File: src/hdl/pol_pkg.sv
`timescale 1ns / 1ps
// ----------------------------------------------------------------------------
// pol_pkg
// Shared types and constants of the positional ordered list.
// ----------------------------------------------------------------------------
package pol_pkg;

   localparam int CAPACITY_DEFAULT = 32;
   localparam int MAX_RESULTS      = 32;

   typedef enum logic [2:0] {
      MODE_INS_FRONT = 3'd0,
      MODE_INS_END   = 3'd1,
      MODE_INS_POS   = 3'd2,
      MODE_DEL_FRONT = 3'd3,
      MODE_DEL_END   = 3'd4,
      MODE_DEL_POS   = 3'd5,
      MODE_READ_ALL  = 3'd6,
      MODE_UNUSED    = 3'd7
   } mode_type;

   typedef enum logic [2:0] {
      ST_INSERTED = 3'd0,
      ST_DELETED  = 3'd1,
      ST_EMPTY    = 3'd2,
      ST_INVALID  = 3'd3,
      ST_FULL     = 3'd4
   } status_type;

endpackage

File: src/hdl/positional_ordered_list.sv
`timescale 1ns / 1ps
// ----------------------------------------------------------------------------
// positional_ordered_list
// Bounded ordered list of signed 32-bit values held in one synchronous memory.
//
//   Channel  Direction  Ports                                   Transfer
//   req      in         mode, value, position                   valid & ready
//   rsp      out        value_res, status, last, length         valid & ready
//
// An error goes straight to the response. An insert at position p moves the
// elements from p on up one place and then writes the value; a delete moves
// the elements behind p down one place, each by a read and a write back. A
// read-out reads each element and then emits it. Reset empties the list.
// A stalled result holds its register; the engine waits until it is taken.
// ----------------------------------------------------------------------------
module positional_ordered_list #(
   parameter int CAPACITY = pol_pkg::CAPACITY_DEFAULT
) (
   input  logic               clock,
   input  logic               reset,
   input  logic               req_valid,
   output logic               req_ready,
   input  logic [2:0]         req_mode,
   input  logic signed [31:0] req_value,
   input  logic [5:0]         req_position,
   output logic               rsp_valid,
   input  logic               rsp_ready,
   output logic signed [31:0] rsp_value_res,
   output logic [2:0]         rsp_status,
   output logic               rsp_last,
   output logic [5:0]         rsp_length
);

   localparam int AW = (CAPACITY > 1) ? $clog2(CAPACITY) : 1;
   localparam int CW = $clog2(CAPACITY + 1);

   typedef enum logic [2:0] {
      S_IDLE, S_INS_RD, S_INS_WR, S_INS_PUT, S_DEL_GET, S_DEL_RD, S_DEL_WR,
      S_EMIT
   } state_type;

   state_type          state_ff, state_in;
   logic [CW-1:0]      cnt_ff, cnt_in;
   logic [AW-1:0]      idx_ff, idx_in;
   logic [AW-1:0]      pos_ff, pos_in;
   logic [CW-1:0]      lim_ff, lim_in;
   logic               rd_mode_ff, rd_mode_in;
   logic signed [31:0] val_ff, val_in;
   pol_pkg::status_type st_ff, st_in;

   logic               out_valid_ff, out_valid_in;
   logic signed [31:0] out_value_ff, out_value_in;
   logic [2:0]         out_status_ff, out_status_in;
   logic               out_last_ff, out_last_in;
   logic [5:0]         out_length_ff, out_length_in;

   logic signed [31:0] mem [CAPACITY];
   logic signed [31:0] rd_data_ff;
   logic               mem_we, mem_re;
   logic [AW-1:0]      mem_wa, mem_ra;
   logic signed [31:0] mem_wd;

   logic               out_free;
   logic [7:0]         cnt8, p8;
   logic [CW-1:0]      idx_next;

   always_ff @(posedge clock) begin
      if (mem_we) begin
         mem[mem_wa] <= mem_wd;
      end
      if (mem_re) begin
         rd_data_ff <= mem[mem_ra];
      end
   end

   assign out_free  = !out_valid_ff || rsp_ready;
   assign req_ready = (state_ff == S_IDLE);
   assign cnt8      = 8'(cnt_ff);
   assign idx_next  = CW'(idx_ff) + CW'(1);

   always_comb begin
      state_in      = state_ff;
      cnt_in        = cnt_ff;
      idx_in        = idx_ff;
      pos_in        = pos_ff;
      lim_in        = lim_ff;
      rd_mode_in    = rd_mode_ff;
      val_in        = val_ff;
      st_in         = st_ff;
      out_valid_in  = out_valid_ff && !rsp_ready;
      out_value_in  = out_value_ff;
      out_status_in = out_status_ff;
      out_last_in   = out_last_ff;
      out_length_in = out_length_ff;
      mem_we        = 1'b0;
      mem_re        = 1'b0;
      mem_wa        = idx_ff;
      mem_ra        = idx_ff;
      mem_wd        = rd_data_ff;
      p8            = 8'd0;
      case (state_ff)
         S_IDLE: begin
            rd_mode_in = 1'b0;
            if (req_valid) begin
               case (req_mode)
                  pol_pkg::MODE_INS_FRONT, pol_pkg::MODE_INS_END,
                  pol_pkg::MODE_INS_POS: begin
                     if (req_mode == pol_pkg::MODE_INS_FRONT) begin
                        p8 = 8'd0;
                     end else if (req_mode == pol_pkg::MODE_INS_END) begin
                        p8 = cnt8;
                     end else begin
                        p8 = 8'(req_position);
                     end
                     val_in = req_value;
                     if (cnt8 >= 8'(CAPACITY)) begin
                        st_in    = pol_pkg::ST_FULL;
                        state_in = S_EMIT;
                     end else if (p8 > cnt8) begin
                        st_in    = pol_pkg::ST_INVALID;
                        state_in = S_EMIT;
                     end else begin
                        pos_in = AW'(p8);
                        if (p8 == cnt8) begin
                           state_in = S_INS_PUT;
                        end else begin
                           idx_in   = AW'(cnt8 - 8'd1);
                           state_in = S_INS_RD;
                        end
                     end
                  end
                  pol_pkg::MODE_DEL_FRONT, pol_pkg::MODE_DEL_END,
                  pol_pkg::MODE_DEL_POS: begin
                     if (req_mode == pol_pkg::MODE_DEL_FRONT) begin
                        p8 = 8'd0;
                     end else if (req_mode == pol_pkg::MODE_DEL_END) begin
                        p8 = cnt8 - 8'd1;
                     end else begin
                        p8 = 8'(req_position);
                     end
                     val_in = '0;
                     if (cnt8 == 8'd0) begin
                        st_in    = pol_pkg::ST_EMPTY;
                        state_in = S_EMIT;
                     end else if (p8 >= cnt8) begin
                        st_in    = pol_pkg::ST_INVALID;
                        state_in = S_EMIT;
                     end else begin
                        mem_re   = 1'b1;
                        mem_ra   = AW'(p8);
                        idx_in   = AW'(p8);
                        state_in = S_DEL_GET;
                     end
                  end
                  pol_pkg::MODE_READ_ALL: begin
                     val_in = '0;
                     if (cnt8 == 8'd0) begin
                        st_in    = pol_pkg::ST_EMPTY;
                        state_in = S_EMIT;
                     end else begin
                        rd_mode_in = 1'b1;
                        lim_in     = (cnt8 > 8'(pol_pkg::MAX_RESULTS)) ?
                                     CW'(pol_pkg::MAX_RESULTS) : cnt_ff;
                        idx_in     = '0;
                        state_in   = S_DEL_RD;
                     end
                  end
                  default: begin
                     state_in = S_IDLE;
                  end
               endcase
            end
         end
         S_INS_RD: begin
            mem_re   = 1'b1;
            state_in = S_INS_WR;
         end
         S_INS_WR: begin
            mem_we = 1'b1;
            mem_wa = AW'(idx_next);
            if (idx_ff == pos_ff) begin
               state_in = S_INS_PUT;
            end else begin
               idx_in   = idx_ff - AW'(1);
               state_in = S_INS_RD;
            end
         end
         S_INS_PUT: begin
            mem_we   = 1'b1;
            mem_wa   = pos_ff;
            mem_wd   = val_ff;
            cnt_in   = cnt_ff + CW'(1);
            st_in    = pol_pkg::ST_INSERTED;
            state_in = S_EMIT;
         end
         S_DEL_GET: begin
            val_in = rd_data_ff;
            st_in  = pol_pkg::ST_DELETED;
            if (idx_next == cnt_ff) begin
               cnt_in   = cnt_ff - CW'(1);
               state_in = S_EMIT;
            end else begin
               idx_in   = AW'(idx_next);
               state_in = S_DEL_RD;
            end
         end
         S_DEL_RD: begin
            mem_re   = 1'b1;
            state_in = S_DEL_WR;
         end
         S_DEL_WR: begin
            if (rd_mode_ff) begin
               if (out_free) begin
                  out_valid_in  = 1'b1;
                  out_value_in  = rd_data_ff;
                  out_status_in = pol_pkg::ST_DELETED;
                  out_last_in   = (idx_next == lim_ff);
                  out_length_in = 6'(cnt_ff);
                  if (idx_next == lim_ff) begin
                     state_in = S_IDLE;
                  end else begin
                     idx_in   = AW'(idx_next);
                     state_in = S_DEL_RD;
                  end
               end
            end else begin
               mem_we = 1'b1;
               mem_wa = idx_ff - AW'(1);
               if (idx_next == cnt_ff) begin
                  cnt_in   = cnt_ff - CW'(1);
                  state_in = S_EMIT;
               end else begin
                  idx_in   = AW'(idx_next);
                  state_in = S_DEL_RD;
               end
            end
         end
         S_EMIT: begin
            if (out_free) begin
               out_valid_in  = 1'b1;
               out_value_in  = val_ff;
               out_status_in = st_ff;
               out_last_in   = 1'b1;
               out_length_in = 6'(cnt_ff);
               state_in      = S_IDLE;
            end
         end
         default: begin
            state_in = S_IDLE;
         end
      endcase
   end

   always_ff @(posedge clock) begin
      if (reset) begin
         state_ff     <= S_IDLE;
         cnt_ff       <= '0;
         out_valid_ff <= 1'b0;
         rd_mode_ff   <= 1'b0;
      end else begin
         state_ff     <= state_in;
         cnt_ff       <= cnt_in;
         out_valid_ff <= out_valid_in;
         rd_mode_ff   <= rd_mode_in;
      end
      idx_ff        <= idx_in;
      pos_ff        <= pos_in;
      lim_ff        <= lim_in;
      val_ff        <= val_in;
      st_ff         <= st_in;
      out_value_ff  <= out_value_in;
      out_status_ff <= out_status_in;
      out_last_ff   <= out_last_in;
      out_length_ff <= out_length_in;
   end

   assign rsp_valid     = out_valid_ff;
   assign rsp_value_res = out_value_ff;
   assign rsp_status    = out_status_ff;
   assign rsp_last      = out_last_ff;
   assign rsp_length    = out_length_ff;

endmodule

File: config.mk
export PLATFORM = sky130hd
export DESIGN_NAME = positional_ordered_list
export DESIGN_NICKNAME = d
export VERILOG_FILES = /design/src/hdl/pol_pkg.sv /design/src/hdl/positional_ordered_list.sv
export SDC_FILE = /design/constraint.sdc
export NUM_CORES = 2
export LEC_CHECK = 0
export BUFFER_PORTS_ARGS = -buffer_cell sky130_fd_sc_hd__buf_4
export CELL_PAD_IN_SITES_DETAIL_PLACEMENT = 1
export CELL_PAD_IN_SITES_GLOBAL_PLACEMENT = 2
export CORE_MARGIN = 3
export CORE_UTILIZATION = 41
export DETAILED_ROUTE_END_ITERATION = 12
export PLACE_DENSITY_LB_ADDON = 0.1
export REMOVE_ABC_BUFFERS = 1
export SLEW_MARGIN = 0
export SYNTH_ARGS = -nofsm -noshare
export SYNTH_HDL_FRONTEND = slang
export SYNTH_SLANG_ARGS = --single-unit
File: constraint.sdc
create_clock -name clock -period 5.1 [get_ports clock]
set_clock_uncertainty 0.05 [all_clocks]
set_input_delay 0.51 -clock clock [delete_from_list [all_inputs] [get_ports clock]]
set_output_delay 0.51 -clock clock [all_outputs]
set_load 0.01 [all_outputs]
# Word level (Yosys, flattened, before mapping)
# Memory sizes are Yosys's and may differ from the RTL's. A register that Yosys moved wholly into a read port is not among the register bits.
# Cells that the tools add are included.
# classes
add_sub_neg,5
magnitude_cmp,4
eq_ne,34
mux,89
bitwise,3
reduce_logical,26
# op_table
cell,n
$pmux 32 s2,3
$mux 32,5
$mux 5,16
$mux 8,8
$mux 3,16
$mux 6,6
$pmux 5 s3,2
$pmux 3 s3,3
$pmux 3 s8,1
$eq 3x3->1 const B,7
$ne 3x3->1 const B,7
$pmux 5 s4,1
$pmux 6 s3,1
$mux 1,15
$eq 3x2->1 const B,4
$eq 6x6->1,2
$mux 2,6
$ne 2x2->1 const B,6
$pmux 6 s2,1
$reduce_and 10->1,1
$eq 8x6->1,1
$ge 8x6->1,1
$gt 8x6->1,1
$logic_not 8->1,1
other kinds (30),46
# word_totals
register_bits,104
mem_bits_rw,1024
out_inout_bits,44
elab_cells,175
n_memories,1
# mem_list
name,words,word_bits,read_ports,rd_clocked_by_memory_dff,wr,line,text
mem,32,32,1,1,1,positional_ordered_list.sv:57,logic signed [31:0] mem [CAPACITY];

# Logic depth before layout (Yosys ltp)
# logic_depth
ltp_word,13
ltp_mapped,20
depth_no_buf,14

# Worst setup path before layout
# Ideal clock, no wire load.
# synth_path
path_type,reg-to-reg
startpoint,register cnt_ff[0]
endpoint,register rd_data_ff[0] (read register of mem) (enable)
setup_ps,432
arrival_ps,4381
required_ps,4618
path_slack_ps,237
path_stages_with_launch,12
period_less_slack_ps,4863
path_cell_list,dfxtp_1 > clkbuf_1 > inv_1 > ha_1 > xnor2_1 > a211oi_1 > ha_1 > o21a_1 > o211ai_1 > o2111a_2 > nand2_1 > a21oi_1
# synth_between
elab_chain_cells,12
elab_cells_between_ends,18
cone_classes,add/sub (1); order compare (1); mux (15); reduce/logical (1)
# synth_lines
item,line,text
"start, declared",positional_ordered_list.sv:43,"logic [CW-1:0] cnt_ff, cnt_in;"
"start signal, assigned",positional_ordered_list.sv:262,cnt_ff <= cnt_in;
$sub 6x1->7,positional_ordered_list.sv:137,p8 = cnt8 - 8'd1;
$mux 8,positional_ordered_list.sv:136,end else if (req_mode == pol_pkg::MODE_DEL_END) begin
$mux 8,positional_ordered_list.sv:134,if (req_mode == pol_pkg::MODE_DEL_FRONT) begin
$mux 8,positional_ordered_list.sv:105,case (req_mode)
$mux 8,positional_ordered_list.sv:104,if (req_valid) begin
$mux 8,positional_ordered_list.sv:101,case (state_ff)
$ge 8x6->1,positional_ordered_list.sv:145,end else if (p8 >= cnt8) begin
$mux 1,positional_ordered_list.sv:145,
$mux 1 (*),positional_ordered_list.sv:142,if (cnt8 == 8'd0) begin
$mux 1 (*),positional_ordered_list.sv:105,
$mux 1 (*),positional_ordered_list.sv:104,
$pmux 1 s2 (*),positional_ordered_list.sv:101,
net mem_re,positional_ordered_list.sv:59,"logic mem_we, mem_re;"
"end, declared",positional_ordered_list.sv:58,logic signed [31:0] rd_data_ff;
# Mark *: on every way through the listed nets, which the timed path passes. The rest lies on a longest branch. The select of a mux whose other input is x is not followed.
# A chain may end at the register's enable or synchronous reset.

# Worst setup path in the final report
# layout_path
startpoint,register cnt_ff[0]
endpoint,register rd_data_ff[3] (read register of mem) (data pin)
# layout_between
elab_chain_cells,12
elab_cells_between_ends,18
cone_classes,add/sub (1); order compare (1); mux (15); reduce/logical (1)
# layout_lines
item,line
$sub 6x1->7,positional_ordered_list.sv:137
$mux 8,positional_ordered_list.sv:136
$mux 8,positional_ordered_list.sv:134
$mux 8,positional_ordered_list.sv:105
$mux 8,positional_ordered_list.sv:104
$mux 8,positional_ordered_list.sv:101
$ge 8x6->1,positional_ordered_list.sv:145
$mux 1 / $mux 5 (equally long branches),positional_ordered_list.sv:145
$mux 1 / $mux 5 (equally long branches),positional_ordered_list.sv:142
$mux 1 / $mux 5 (equally long branches),positional_ordered_list.sv:105
$mux 1 / $mux 5 (equally long branches),positional_ordered_list.sv:104
$pmux 1 s2 / $mux 5 (equally long branches),positional_ordered_list.sv:101
# Several ways; a longest one is shown, not always the timed one. The select of a mux whose other input is x is not followed.

==> impl_results.md <==
- Syn avg cell area: 13.3 um^2
- Tot Pwr: 35.1 mW
- Remaining Overflow, GRT: 0
- Distinct cells, synth: 72
- WL per Instance: 29.7 um
- Slew Limit Fails: 0
- DRC viols: 0
- RSZ-0062 raised after global routing: false
- F_max: 0.205 GHz
- Static leakage: between 15 and 20 nW
- Crit start category: flip-flop
- # IOs: 89
- FILL cells: 11,600
- Core Area: 117,000 um^2
- Slew HR: 12.9%
- CP Data Arrival Time: 5300 ps
- Switching Power: 13.4 mW
- R2R depth: 15
- Slew at the pin with the worst max-slew slack: 1300 ps
- I/O Buffers: between 80 and 90
- CTS buffer count: 121
- First-pass GRT wire length: 233,000 um
- # setup viols final: 0
- Total track usage: 25.9%
- Sw frac: between 30% and 40%
- Startpoint of the worst register-to-register path: cnt_ff[0]
- Initial antenna violation count: 2
- Max-cap viol count: 0
- Period utilization: 95.6%
- Routability cong.: between 0.8 and 0.9
- Hold crit path type: in2reg
- Min-delay src: req_value[0]
- Initial Util: 41.5%
- CTS tree: built
- Area share of the largest cell type after synthesis: between 70% and 80%
- CP Capture Type: flip-flop
- Die width: 350 um
- Part of the Yosys area used for sequential elements: 71.7%
- Reg clk slew, reported paths: 60 ps
- Drt first pass iters: 5
- CTS sink count: between 1,000 and 1,500
- WHS Path Cells: 3
- Hold Violations, Final: 0
- EDFF count, synth: 1,149
- VDD IR max: 528 uV
- Cell row count: about 130
- Yosys top cell by area: edfxtp_1
- Routed Antenna Nets: 0
- Worst-case clock buffer depth: 3
- Fin area: 56,000 um^2
- Post-DP HPWL: 91,400 um
- Area Growth Syn to Fin: 15.7%
- Clk_lat worst skew: about 720 ps
- R2R Setup Slk: 220 ps
- Sequential share of power: 39.1%
- Netlist Area Pre-Place: 48,400 um^2
- Wirelength, routed: 160,000 um
- Most frequent cells in the layout: 1,149 x edfxtp_1, 653 x nand2_1, 394 x nand3_1
- Routed vias/inst: 6.11
- Minimum clock period: ~4900 ps
- CTS root buf: clkbuf_16
- DR vias: 33,000
- Clock power frac: 24.1%
- CTS H-tree lvls: 3
- Crit Path Category: reg2reg
- Vias in the first global route: 33,700
- Post-synth ARST share: 0%
- Power share of the combinational group: 36.8%
- Final nets: 3,840
- CP max FO: 12
- Internal: 21.7 mW
- Synthesized flop and latch total: roughly 1,200
- Setup TNS Final: 0 ps
- CP Launch Point: cnt_ff[0]
- Top area cells in the synthesized netlist: edfxtp_1 71%, nand2_1 5.1%, nand3_1 4.1%, a32oi_1 2.3%, o21ai_0 2.2%
- Power Dens Cells: between 600 and 700 nW/um^2
- Required @ worst endpoint: 5520 ps
- Hold EP: val_ff[0]
- Placed instance area: a little over 50,000 um^2
- Reg2reg end: rd_data_ff[3]
- Yosys Warn Count: 0
- Die area: 122,000 um^2
- Status: finished, final reports clean
- Die Y: 350 um
- Layout cell share with drive strength beyond 1: between 10% and 20%
- Most common cell after layout, fill and taps aside: edfxtp_1
- Post-synth top flop: edfxtp_1
- Largest net degree at the start of global routing: 123
- DR iter-0 viols: ~3,500
- Syn Inst Count: 3,640
==> power groups by stage <==
stage                     registers, mW  logic (mW)  clock network, mW
after floorplan                    13.7        7.32                  0
after global placement             13.9        12.3                  0
after detailed placement           13.9        12.8                  0
after CTS                          13.7        12.8               8.63
after global routing               13.8        13.9               9.01
final                              13.7        12.9               8.46
==> area by class of cell <==
class / count / area, um^2 / share of cell area [%]
diodes: 2 / 5.00 / 0.00894
repair buffers: 290 / 2770 / 4.94
clock buffers: 144 / 3140 / 5.60
multi-input cells: 2185 / 12800 / 22.9
flip-flops and latches: 1160 / 34700 / 62.0
inverters: 16 / 60.1 / 0.107
clock inverters: 73 / 588 / 1.05
well taps: 1524 / 1910 / 3.41
==> synthesized netlist by cell type (24+ instances only) <==
master / count
a211o_1: 31
clkbuf_1: 153
a21oi_1: 194
a22o_1: 32
nand3_1: 395
buf_2: 88
buf_1: 24
o22ai_1: 65
nor4_2: 30
a211oi_1: 40
mux2i_1: 71
o21ai_0: 215
edfxtp_1: 1149
nand2_1: 656
nor2_1: 78
mux2_2: 34
a32oi_1: 129
a31oi_1: 34
xnor2_1: 26
==> through the flow <==
step | cells | utilization, % | hold WS, ps | setup WS (ps)
after floorplan | 3358 | - | 427 | -5790
after CTS | 5387 | 47.9 | 0.0812 | 193
final | 5394 | 48.0 | 52.2 | 224
after global placement | 5149 | 44.6 | 446 | 105
after global routing | 5392 | 48.0 | 22.8 | 65.5
after detailed placement | 5149 | 44.6 | 477 | 61.4
==> critical path, stage by stage (launching register included) <==
cell	delay [ps]
dfxtp_1	330
inv_1	60
ha_1	230
xnor2_1	190
a211oi_2	370
ha_1	300
o21a_1	200
o211ai_1	360
o2111ai_4	300
buf_4	280
or3_2	680
a32oi_1	270
a32oi_1	90
o22ai_1	630
a211o_1	230
nor4_2	60
==> sequential cells by signal, indices dropped and copies added, names as in the netlist <==
register and cells:
cnt_ff 6, idx_ff 5, lim_ff 6, mem 1024, pos_ff 5, rd_data_ff 32
rd_mode_ff 1, rsp_last 1, rsp_length 6, rsp_status 3, rsp_valid 1, rsp_value_res 32
st_ff 3, state_ff 3, val_ff 32
==> cell families (layout without fill, tap and decap cells) <==
logic type | count (synthesis) | count (layout) | synth area share, %
and+or+nand+nor | 1237 | 1240 | 11.7
DFF | 1160 | 1160 | 71.7
AOI/OAI and AO/OA | 781 | 781 | 10.4
buffers and inverters | 298 | 523 | 2.68
muxes | 106 | 106 | 2.29
xor gates and xnor gates | 37 | 37 | 0.669
adders and majority gates | 21 | 21 | 0.558
other | 0 | 2 | 0
==> worst max-delay path by stage <==
stage,endpoint,slack [ps],cells past startpoint
4_1_cts,rd_data_ff[9],190,15
3_3_place_gp,rd_data_ff[9],100,15
3_5_place_dp,rd_data_ff[9],60,15
6_report,rd_data_ff[3],220,15
2_1_floorplan,rd_data_ff[10],-5790,14
5_1_grt,rd_data_ff[7],70,18
==> what timing repair did <==
action	CTS	global route
setup buffers	0	2
resized for setup	0	5
endpoints found under the setup margin	0	23
hold buffers	21	0
endpoints found under the hold margin	24	0
==> routing by layer <==
layer  up-vias  GRT usage (%)  part of all wire (%)
li1      14200              -                     -
met1     17600           37.7                    45
met2      1006           41.3                    47
met3       199           3.56                   5.7
met4         0           6.18                   2.2
met5         -              0                     0
Power figures use the tool's default switching activity.
